$ cat config.mk
export PLATFORM = sky130hd
export DESIGN_NAME = onewire_rom_search_engine_unit
export DESIGN_NICKNAME = d
export VERILOG_FILES = /design/src/rtl/core/owrse_pkg.sv /design/src/rtl/core/onewire_rom_search_engine_unit.sv /design/src/rtl/core/owrse_decide.sv /design/src/rtl/core/owrse_rspq.sv
export SDC_FILE = /design/constraint.sdc
export NUM_CORES = 1
export LEC_CHECK = 0
export BUFFER_PORTS_ARGS = -buffer_cell sky130_fd_sc_hd__buf_2
export CAP_MARGIN = 20
export CORE_UTILIZATION = 55
export DETAILED_ROUTE_END_ITERATION = 16
export GPL_TIMING_DRIVEN = 0
export PLACE_DENSITY = 0.73
export SLEW_MARGIN = 10
export SYNTH_ARGS = -nofsm -noshare
export SYNTH_HDL_FRONTEND = slang
export SYNTH_SLANG_ARGS = --single-unit
$ cat constraint.sdc
create_clock -name clock -period 12.3 [get_ports clock]
set_clock_uncertainty 0.15 [all_clocks]
set_input_delay 1.23 -clock clock [delete_from_list [all_inputs] [get_ports clock]]
set_output_delay 1.23 -clock clock [all_outputs]
set_load 0.02 [all_outputs]
$ cat src/rtl/core/owrse_pkg.sv
// Shared types and constants for the 1-Wire ROM search engine.
// No dependencies; used by every module under rtl/core.
package owrse_pkg;

   localparam int unsigned ROM_BITS    = 64;
   localparam int unsigned POS_W       = 7;
   localparam int unsigned QUEUE_DEPTH = 4;

   localparam logic [7:0] CMD_NORMAL = 8'hF0;
   localparam logic [7:0] CMD_COND   = 8'hEC;
   localparam logic [POS_W-1:0] LAST_BIT = POS_W'(ROM_BITS);

   typedef enum logic [1:0] {
      ACT_CLEAR  = 2'd0,
      ACT_TARGET = 2'd1,
      ACT_START  = 2'd2,
      ACT_BITS   = 2'd3
   } action_type;

   typedef enum logic [1:0] {
      KIND_COMMAND   = 2'd0,
      KIND_DIRECTION = 2'd1,
      KIND_FINISHED  = 2'd2
   } kind_type;

   typedef struct packed {
      kind_type               kind;
      logic [7:0]             command_byte;
      logic                   direction_bit;
      logic                   found;
      logic [ROM_BITS-1:0]    found_code;
      logic                   last_device;
      logic                   last;
   } result_type;

   localparam result_type RESULT_NONE = '{
      kind: KIND_COMMAND, command_byte: 8'h00, direction_bit: 1'b0, found: 1'b0,
      found_code: '0, last_device: 1'b0, last: 1'b0
   };

   // Results handed from the decision logic to the result queue.
   typedef struct packed {
      logic [1:0] count;
      result_type first;
      result_type second;
   } push_type;

endpackage

$ cat src/rtl/core/onewire_rom_search_engine_unit.sv
// 1-Wire ROM search decision engine, top level.
// Depends on owrse_pkg, owrse_decide and owrse_rspq.
//
// Takes one request per clock while req_ready is high: clear the search,
// target a family, start a pass (presence and normal/conditional mode), or
// one bit pair read from the bus. The branch decision and the search state
// update are made in the cycle the request is accepted; its results (none,
// one, or two after bit 64) are registered in a result queue of QUEUE_DEPTH
// entries and leave on the rsp port in order, one per cycle while rsp_ready
// is high. req_ready is high while the queue has at least two free entries,
// so with a ready consumer a request is taken every cycle; the output port,
// one result per cycle, sets the sustained rate for two-result requests.
// Pass finished results carry the code and last-device flag only when found.
module onewire_rom_search_engine_unit #(
   parameter int unsigned QUEUE_DEPTH = owrse_pkg::QUEUE_DEPTH
) (
   input  logic        clock,
   input  logic        reset,
   input  logic        req_valid,
   output logic        req_ready,
   input  logic [1:0]  req_action,
   input  logic [7:0]  req_family,
   input  logic        req_presence,
   input  logic        req_conditional,
   input  logic        req_id_bit,
   input  logic        req_comp_bit,
   output logic        rsp_valid,
   input  logic        rsp_ready,
   output logic [1:0]  rsp_kind,
   output logic [7:0]  rsp_command_byte,
   output logic        rsp_direction_bit,
   output logic        rsp_found,
   output logic [63:0] rsp_found_code,
   output logic        rsp_last_device,
   output logic        rsp_last
);

   logic                  accept;
   owrse_pkg::push_type   push;
   owrse_pkg::result_type head;

   // request is consumed when queue has room for its worst case
   assign accept = req_valid && req_ready;

   owrse_decide u_decide (
      .clock       (clock),
      .reset       (reset),
      .accept      (accept),
      .action      (req_action),
      .family      (req_family),
      .presence    (req_presence),
      .conditional (req_conditional),
      .id_bit      (req_id_bit),
      .comp_bit    (req_comp_bit),
      .push        (push)
   );

   owrse_rspq #(
      .DEPTH (QUEUE_DEPTH)
   ) u_rspq (
      .clock     (clock),
      .reset     (reset),
      .push_en   (accept),
      .push      (push),
      .room      (req_ready),
      .out_valid (rsp_valid),
      .out_ready (rsp_ready),
      .out_data  (head)
   );

   assign rsp_kind          = head.kind;
   assign rsp_command_byte  = head.command_byte;
   assign rsp_direction_bit = head.direction_bit;
   assign rsp_found         = head.found;
   assign rsp_found_code    = head.found_code;
   assign rsp_last_device   = head.last_device;
   assign rsp_last          = head.last;

endmodule

$ cat src/rtl/core/owrse_decide.sv
// Search state registers and the per-request branch decision.
// Depends on owrse_pkg.
module owrse_decide (
   input  logic                        clock,
   input  logic                        reset,
   input  logic                        accept,
   input  logic [1:0]                  action,
   input  logic [7:0]                  family,
   input  logic                        presence,
   input  logic                        conditional,
   input  logic                        id_bit,
   input  logic                        comp_bit,
   output owrse_pkg::push_type         push
);

   localparam int unsigned PW = owrse_pkg::POS_W;

   logic [owrse_pkg::ROM_BITS-1:0] rom_ff, rom_in;
   logic [PW-1:0] ld_ff, ld_in;
   logic          ldf_ff, ldf_in;
   logic [PW-1:0] bp_ff, bp_in;
   logic [PW-1:0] lz_ff, lz_in;
   logic          active_ff, active_in;

   owrse_pkg::push_type  res;
   logic [5:0]           idx;
   logic                 dir;
   logic [PW-1:0]        lz_new;
   logic [owrse_pkg::ROM_BITS-1:0] rom_new;

   always_comb begin
      rom_in    = rom_ff;
      ld_in     = ld_ff;
      ldf_in    = ldf_ff;
      bp_in     = bp_ff;
      lz_in     = lz_ff;
      active_in = active_ff;
      res.count  = 2'd0;
      res.first  = owrse_pkg::RESULT_NONE;
      res.second = owrse_pkg::RESULT_NONE;
      idx     = 6'(bp_ff - PW'(1));
      lz_new  = lz_ff;
      dir     = id_bit;
      if (id_bit == comp_bit) begin
         if (bp_ff < ld_ff) dir = rom_ff[idx];
         else               dir = (bp_ff == ld_ff);
         if (!dir) lz_new = bp_ff;
      end
      rom_new      = rom_ff;
      rom_new[idx] = dir;

      case (owrse_pkg::action_type'(action))
         owrse_pkg::ACT_CLEAR: begin
            rom_in    = '0;
            ld_in     = '0;
            ldf_in    = 1'b0;
            active_in = 1'b0;
            bp_in     = '0;
            lz_in     = '0;
         end
         owrse_pkg::ACT_TARGET: begin
            rom_in    = {{(owrse_pkg::ROM_BITS-8){1'b0}}, family};
            ld_in     = owrse_pkg::LAST_BIT;
            ldf_in    = 1'b0;
            active_in = 1'b0;
            bp_in     = '0;
            lz_in     = '0;
         end
         owrse_pkg::ACT_START: begin
            res.count      = 2'd1;
            res.first.last = 1'b1;
            if (ldf_ff || !presence) begin
               ld_in     = '0;
               ldf_in    = 1'b0;
               active_in = 1'b0;
               bp_in     = '0;
               lz_in     = '0;
               res.first.kind = owrse_pkg::KIND_FINISHED;
            end else begin
               active_in = 1'b1;
               bp_in     = PW'(1);
               lz_in     = '0;
               res.first.kind         = owrse_pkg::KIND_COMMAND;
               res.first.command_byte = conditional ? owrse_pkg::CMD_COND
                                                    : owrse_pkg::CMD_NORMAL;
            end
         end
         owrse_pkg::ACT_BITS: begin
            if (active_ff && bp_ff >= PW'(1) && bp_ff <= owrse_pkg::LAST_BIT) begin
               if (id_bit && comp_bit) begin
                  // no device answered: abort as not found
                  ld_in     = '0;
                  ldf_in    = 1'b0;
                  active_in = 1'b0;
                  bp_in     = '0;
                  lz_in     = '0;
                  res.count      = 2'd1;
                  res.first.kind = owrse_pkg::KIND_FINISHED;
                  res.first.last = 1'b1;
               end else begin
                  rom_in = rom_new;
                  res.first.kind          = owrse_pkg::KIND_DIRECTION;
                  res.first.direction_bit = dir;
                  if (bp_ff < owrse_pkg::LAST_BIT) begin
                     bp_in          = bp_ff + PW'(1);
                     lz_in          = lz_new;
                     res.count      = 2'd1;
                     res.first.last = 1'b1;
                  end else begin
                     active_in = 1'b0;
                     bp_in     = '0;
                     lz_in     = '0;
                     res.count       = 2'd2;
                     res.second.kind = owrse_pkg::KIND_FINISHED;
                     res.second.last = 1'b1;
                     if (rom_new[7:0] == 8'h00) begin
                        ld_in  = '0;
                        ldf_in = 1'b0;
                     end else begin
                        ld_in  = lz_new;
                        ldf_in = (lz_new == '0);
                        res.second.found       = 1'b1;
                        res.second.found_code  = rom_new;
                        res.second.last_device = (lz_new == '0);
                     end
                  end
               end
            end
         end
         default: ;
      endcase
   end

   always_ff @(posedge clock) begin
      if (reset) begin
         rom_ff    <= '0;
         ld_ff     <= '0;
         ldf_ff    <= 1'b0;
         bp_ff     <= '0;
         lz_ff     <= '0;
         active_ff <= 1'b0;
      end else if (accept) begin
         rom_ff    <= rom_in;
         ld_ff     <= ld_in;
         ldf_ff    <= ldf_in;
         bp_ff     <= bp_in;
         lz_ff     <= lz_in;
         active_ff <= active_in;
      end
   end

   assign push = res;

endmodule

$ cat src/rtl/core/owrse_rspq.sv
// Result queue: up to two results in per cycle, one out if ready.
// Depends on owrse_pkg.
module owrse_rspq #(
   parameter int unsigned DEPTH = owrse_pkg::QUEUE_DEPTH
) (
   input  logic                  clock,
   input  logic                  reset,
   input  logic                  push_en,
   input  owrse_pkg::push_type   push,
   output logic                  room,
   output logic                  out_valid,
   input  logic                  out_ready,
   output owrse_pkg::result_type out_data
);

   localparam int unsigned AW = (DEPTH > 1) ? $clog2(DEPTH) : 1;
   localparam int unsigned CW = $clog2(DEPTH + 1);

   owrse_pkg::result_type mem_ff [DEPTH];
   logic [AW-1:0] wr_ff, wr_in, rd_ff, rd_in, wr_next;
   logic [CW-1:0] count_ff, count_in;
   logic [1:0]    n_push;
   logic          pop;

   function automatic logic [AW-1:0] wrap_inc(input logic [AW-1:0] p);
      return (p == AW'(DEPTH - 1)) ? '0 : p + AW'(1);
   endfunction

   assign n_push    = push_en ? push.count : 2'd0;
   assign out_valid = (count_ff != '0);
   assign pop       = out_valid && out_ready;
   assign room      = (count_ff <= CW'(DEPTH - 2));
   assign out_data  = mem_ff[rd_ff];
   assign wr_next   = wrap_inc(wr_ff);

   always_comb begin
      wr_in = wr_ff;
      if (n_push == 2'd1) wr_in = wr_next;
      else if (n_push == 2'd2) wr_in = wrap_inc(wr_next);
      rd_in    = pop ? wrap_inc(rd_ff) : rd_ff;
      count_in = count_ff + CW'(n_push) - CW'(pop);
   end

   always_ff @(posedge clock) begin
      if (n_push != 2'd0) mem_ff[wr_ff] <= push.first;
      if (n_push == 2'd2) mem_ff[wr_next] <= push.second;
   end

   always_ff @(posedge clock) begin
      if (reset) begin
         wr_ff    <= '0;
         rd_ff    <= '0;
         count_ff <= '0;
      end else begin
         wr_ff    <= wr_in;
         rd_ff    <= rd_in;
         count_ff <= count_in;
      end
   end

endmodule
==> metrics <==
Die Y=186.5 µm; area of the multi-input gates=7576 µm²; WP data required=12.42 ns; Syn Inst Count=1655; Design Area, Final=21210 µm²; CP Capture Type=register; pins over their slew limit=0; setup TNS=0 ns; crit path DAT=5.95 ns; Clock Path Buffers=3; Post-DP Area=19890 µm²; power density cells=159.9 nW/µm²; Die X=186.5 µm; Setup-failing EPs final=0; CORE AREA=33530 µm²; asr flop ratio synth=0%; post-route ant nets=0; CP max FO=11; fin crit period=5.828 ns; critical path class=reg -> reg; EDFF count, synth=272; initial antenna violation count=0; average cell area after synthesis=11.31 µm²; static leakage=6.590 nW; most common cell after layout, fill and taps aside=nor2_1; DR pass1 iterations=5; Vias per Instance=6.269; most frequent cells in the layout=392 x nor2_1, 272 x edfxtp_1, 117 x buf_2, 116 x nand2_1, 116 x dfxtp_1; total number of vias=14275; Seq/Total Area, Yosys=56.02%; largest net degree at the start of global routing=54; # H-tree levels=2; Global Route Usage Sum=30.82%; fin util=63.26%; Post-Layout Cell Count=2277; WL final=53.80 mm; Nets=1843; Warnings, synthesis=0; layout cells sized above 1=16.35%; RSZ-0062 raised after global routing=no; CP cell instances=buf_2 > inv_2 > ha_1 > buf_4 > xor2_4 > mux2i_1 > o22ai_1 > a2111oi_0 > o32a_1 > buf_4 > a21oi_2 > o31ai_1 > buf_2 > buf_4 > nor2_1; drc violations=0; post-CTS sizing=0; Top Family by Delay on Critical Path=compound AO/OA/AOI/OAI gates; cell mode on critical path=buf_4; DP HPWL=36.97 mm; CP max-delay cell=a2111oi_0; Relative slew margins=21.50%; CP Launch Type=register; max-cap violations=0; IO Count=98; CTS tree=yes; mapped cell area=18730 µm²; post-CTS setup buffer count=0; remaining global-route overflow=0; global-route wire length before repair=81.94 mm; VDD IR max=0.0001227 V; worst slew pin tran=1.178 ns; most common flop cell mapped by yosys=edfxtp_1; Filler cells=2689; Final Cycle Share=47.38%; final hold viol count=0; Hold Path Stages=2; synth unique cells=70; R2R depth=15; Layout area overhead=13.29%; routability cong.=1.015; Seq cells post-synth=388; CTS Root Cell=clkbuf_16; Site Rows=67; Sink Count=388; CTS Buf Count=40; hold_buf cts=0; stages on the worst setup path=15; Buf+Inv Stages, Crit Path=6; Reg clk slew, reported paths=0.06 ns; Synth area leader=edfxtp_1; vias in the first global route=14135; outcome=completed; FF+latch area=10490 µm²; synth top area cells=edfxtp_1 44%, dfxtp_1 12%, mux4_2 9.5%, nor2_1 7.9%, mux2i_1 4.1%; Avg WL per Cell=23.63 µm; Antenna diodes=0; input/output buffers=94; post-synth top area share=43.62%; Worst path max stage delay=0.81 ns; Cells after DPL=2202; Initial Util=55.84%; clock latency on the worst-skew pair=0.54 ns; Max Clk Rate=171.6 MHz; first-iteration detailed-routing DRC count=1486; type of the worst min-delay path=reg -> reg; Die Area=34790 µm²
[stage by stage]
stage	setup WS (ns)	total power, mW	hold slack, ns
after floorplan	7.453	1.966	0.2723
after global placement	5.549	2.190	0.2900
after detailed placement	6.794	2.197	0.2919
after CTS	6.799	3.385	0.3054
after global routing	6.486	3.492	0.3262
final	6.472	3.391	0.3034
[kinds of logic after synthesis]
family | count (synthesis) | synth area share, %
compound gates | 285 | 9.816
xor+xnor | 12 | 0.7016
fa+ha+maj | 27 | 1.844
buf+inv | 150 | 3.702
flops | 388 | 56.02
mux | 158 | 13.74
other cells | 1 | 0.02003
simple gates | 634 | 14.16
[where the power goes]
group | switching (mW) | internal, mW | total, mW | leakage, nW
combinational | 0.488 | 0.265 | 0.753 | 2.64
clock | 0.503 | 0.705 | 1.21 | 0.623
sequential | 0.0147 | 1.42 | 1.43 | 3.33
total | 1.01 | 2.39 | 3.39 | 6.59
[flip-flops by register name, indices dropped and copies added (netlist names), 2 cells and up, named ones only]
signal / cells
u_decide.bp_ff: 7
u_decide.rom_ff: 64
u_rspq.mem_ff: 292
u_rspq.count_ff: 3
u_rspq.wr_ff: 2
u_decide.lz_ff: 7
u_decide.ld_ff: 7
u_rspq.rd_ff: 2
[Yosys cell counts (4+ instances only)]
library cell,count
a211oi_1,5
a21boi_0,7
a21oi_1,86
a22oi_1,5
a32o_1,7
a32oi_1,39
and2_1,11
and3_1,6
buf_1,13
buf_2,23
buf_4,23
clkbuf_1,57
dfxtp_1,116
edfxtp_1,272
ha_1,26
inv_1,29
mux2i_1,77
mux4_2,79
nand2_1,120
nand2b_1,11
nand3_1,35
nand4_1,9
nor2_1,392
nor2b_1,8
nor3_1,26
nor4_1,5
o21a_1,5
o21ai_0,86
o31ai_1,13
xnor2_1,6
xor2_1,4
[final timing paths]
check | from | to | slack, ns
hold / removal | u_rspq.mem_ff[2][71] | u_rspq.mem_ff[2][71] | 0.30
setup / recovery | u_decide.bp_ff[0] | u_rspq.mem_ff[3][61] | 6.47
hold reg to reg | u_rspq.mem_ff[2][71] | u_rspq.mem_ff[2][71] | 0.30
setup reg to reg | u_decide.bp_ff[0] | u_rspq.mem_ff[3][61] | 6.47
[layout make-up]
cell class	count	share of cell area [%]
Timing Repair Buffer	100	2.843
Clock inverter	14	0.7372
Sequential cell	388	49.45
Buffer	118	2.701
Multi-Input combinational cell	1118	35.71
Inverter	32	0.5662
Tap cell	448	2.642
Clock buffer	59	5.349
[worst register-to-register path, stage by stage (launching register included)]
cell       delay [ns]
dfxtp_1          0.48
buf_2            0.34
inv_2            0.22
ha_1             0.25
buf_4            0.17
xor2_4           0.42
mux2i_1          0.38
o22ai_1          0.11
a2111oi_0        0.81
o32a_1           0.27
buf_4            0.19
a21oi_2          0.14
o31ai_1          0.78
buf_2            0.49
buf_4            0.30
nor2_1           0.08
[layer usage]
metal	up-vias	share of wire (%)	GRT usage (%)
met5	-	0	0
met4	0	4.3	13.24
met1	7093	40	42.17
li1	6343	-	-
met2	706	48	50.14
met3	133	8.1	3.592
(Power assumes the default switching activity.)
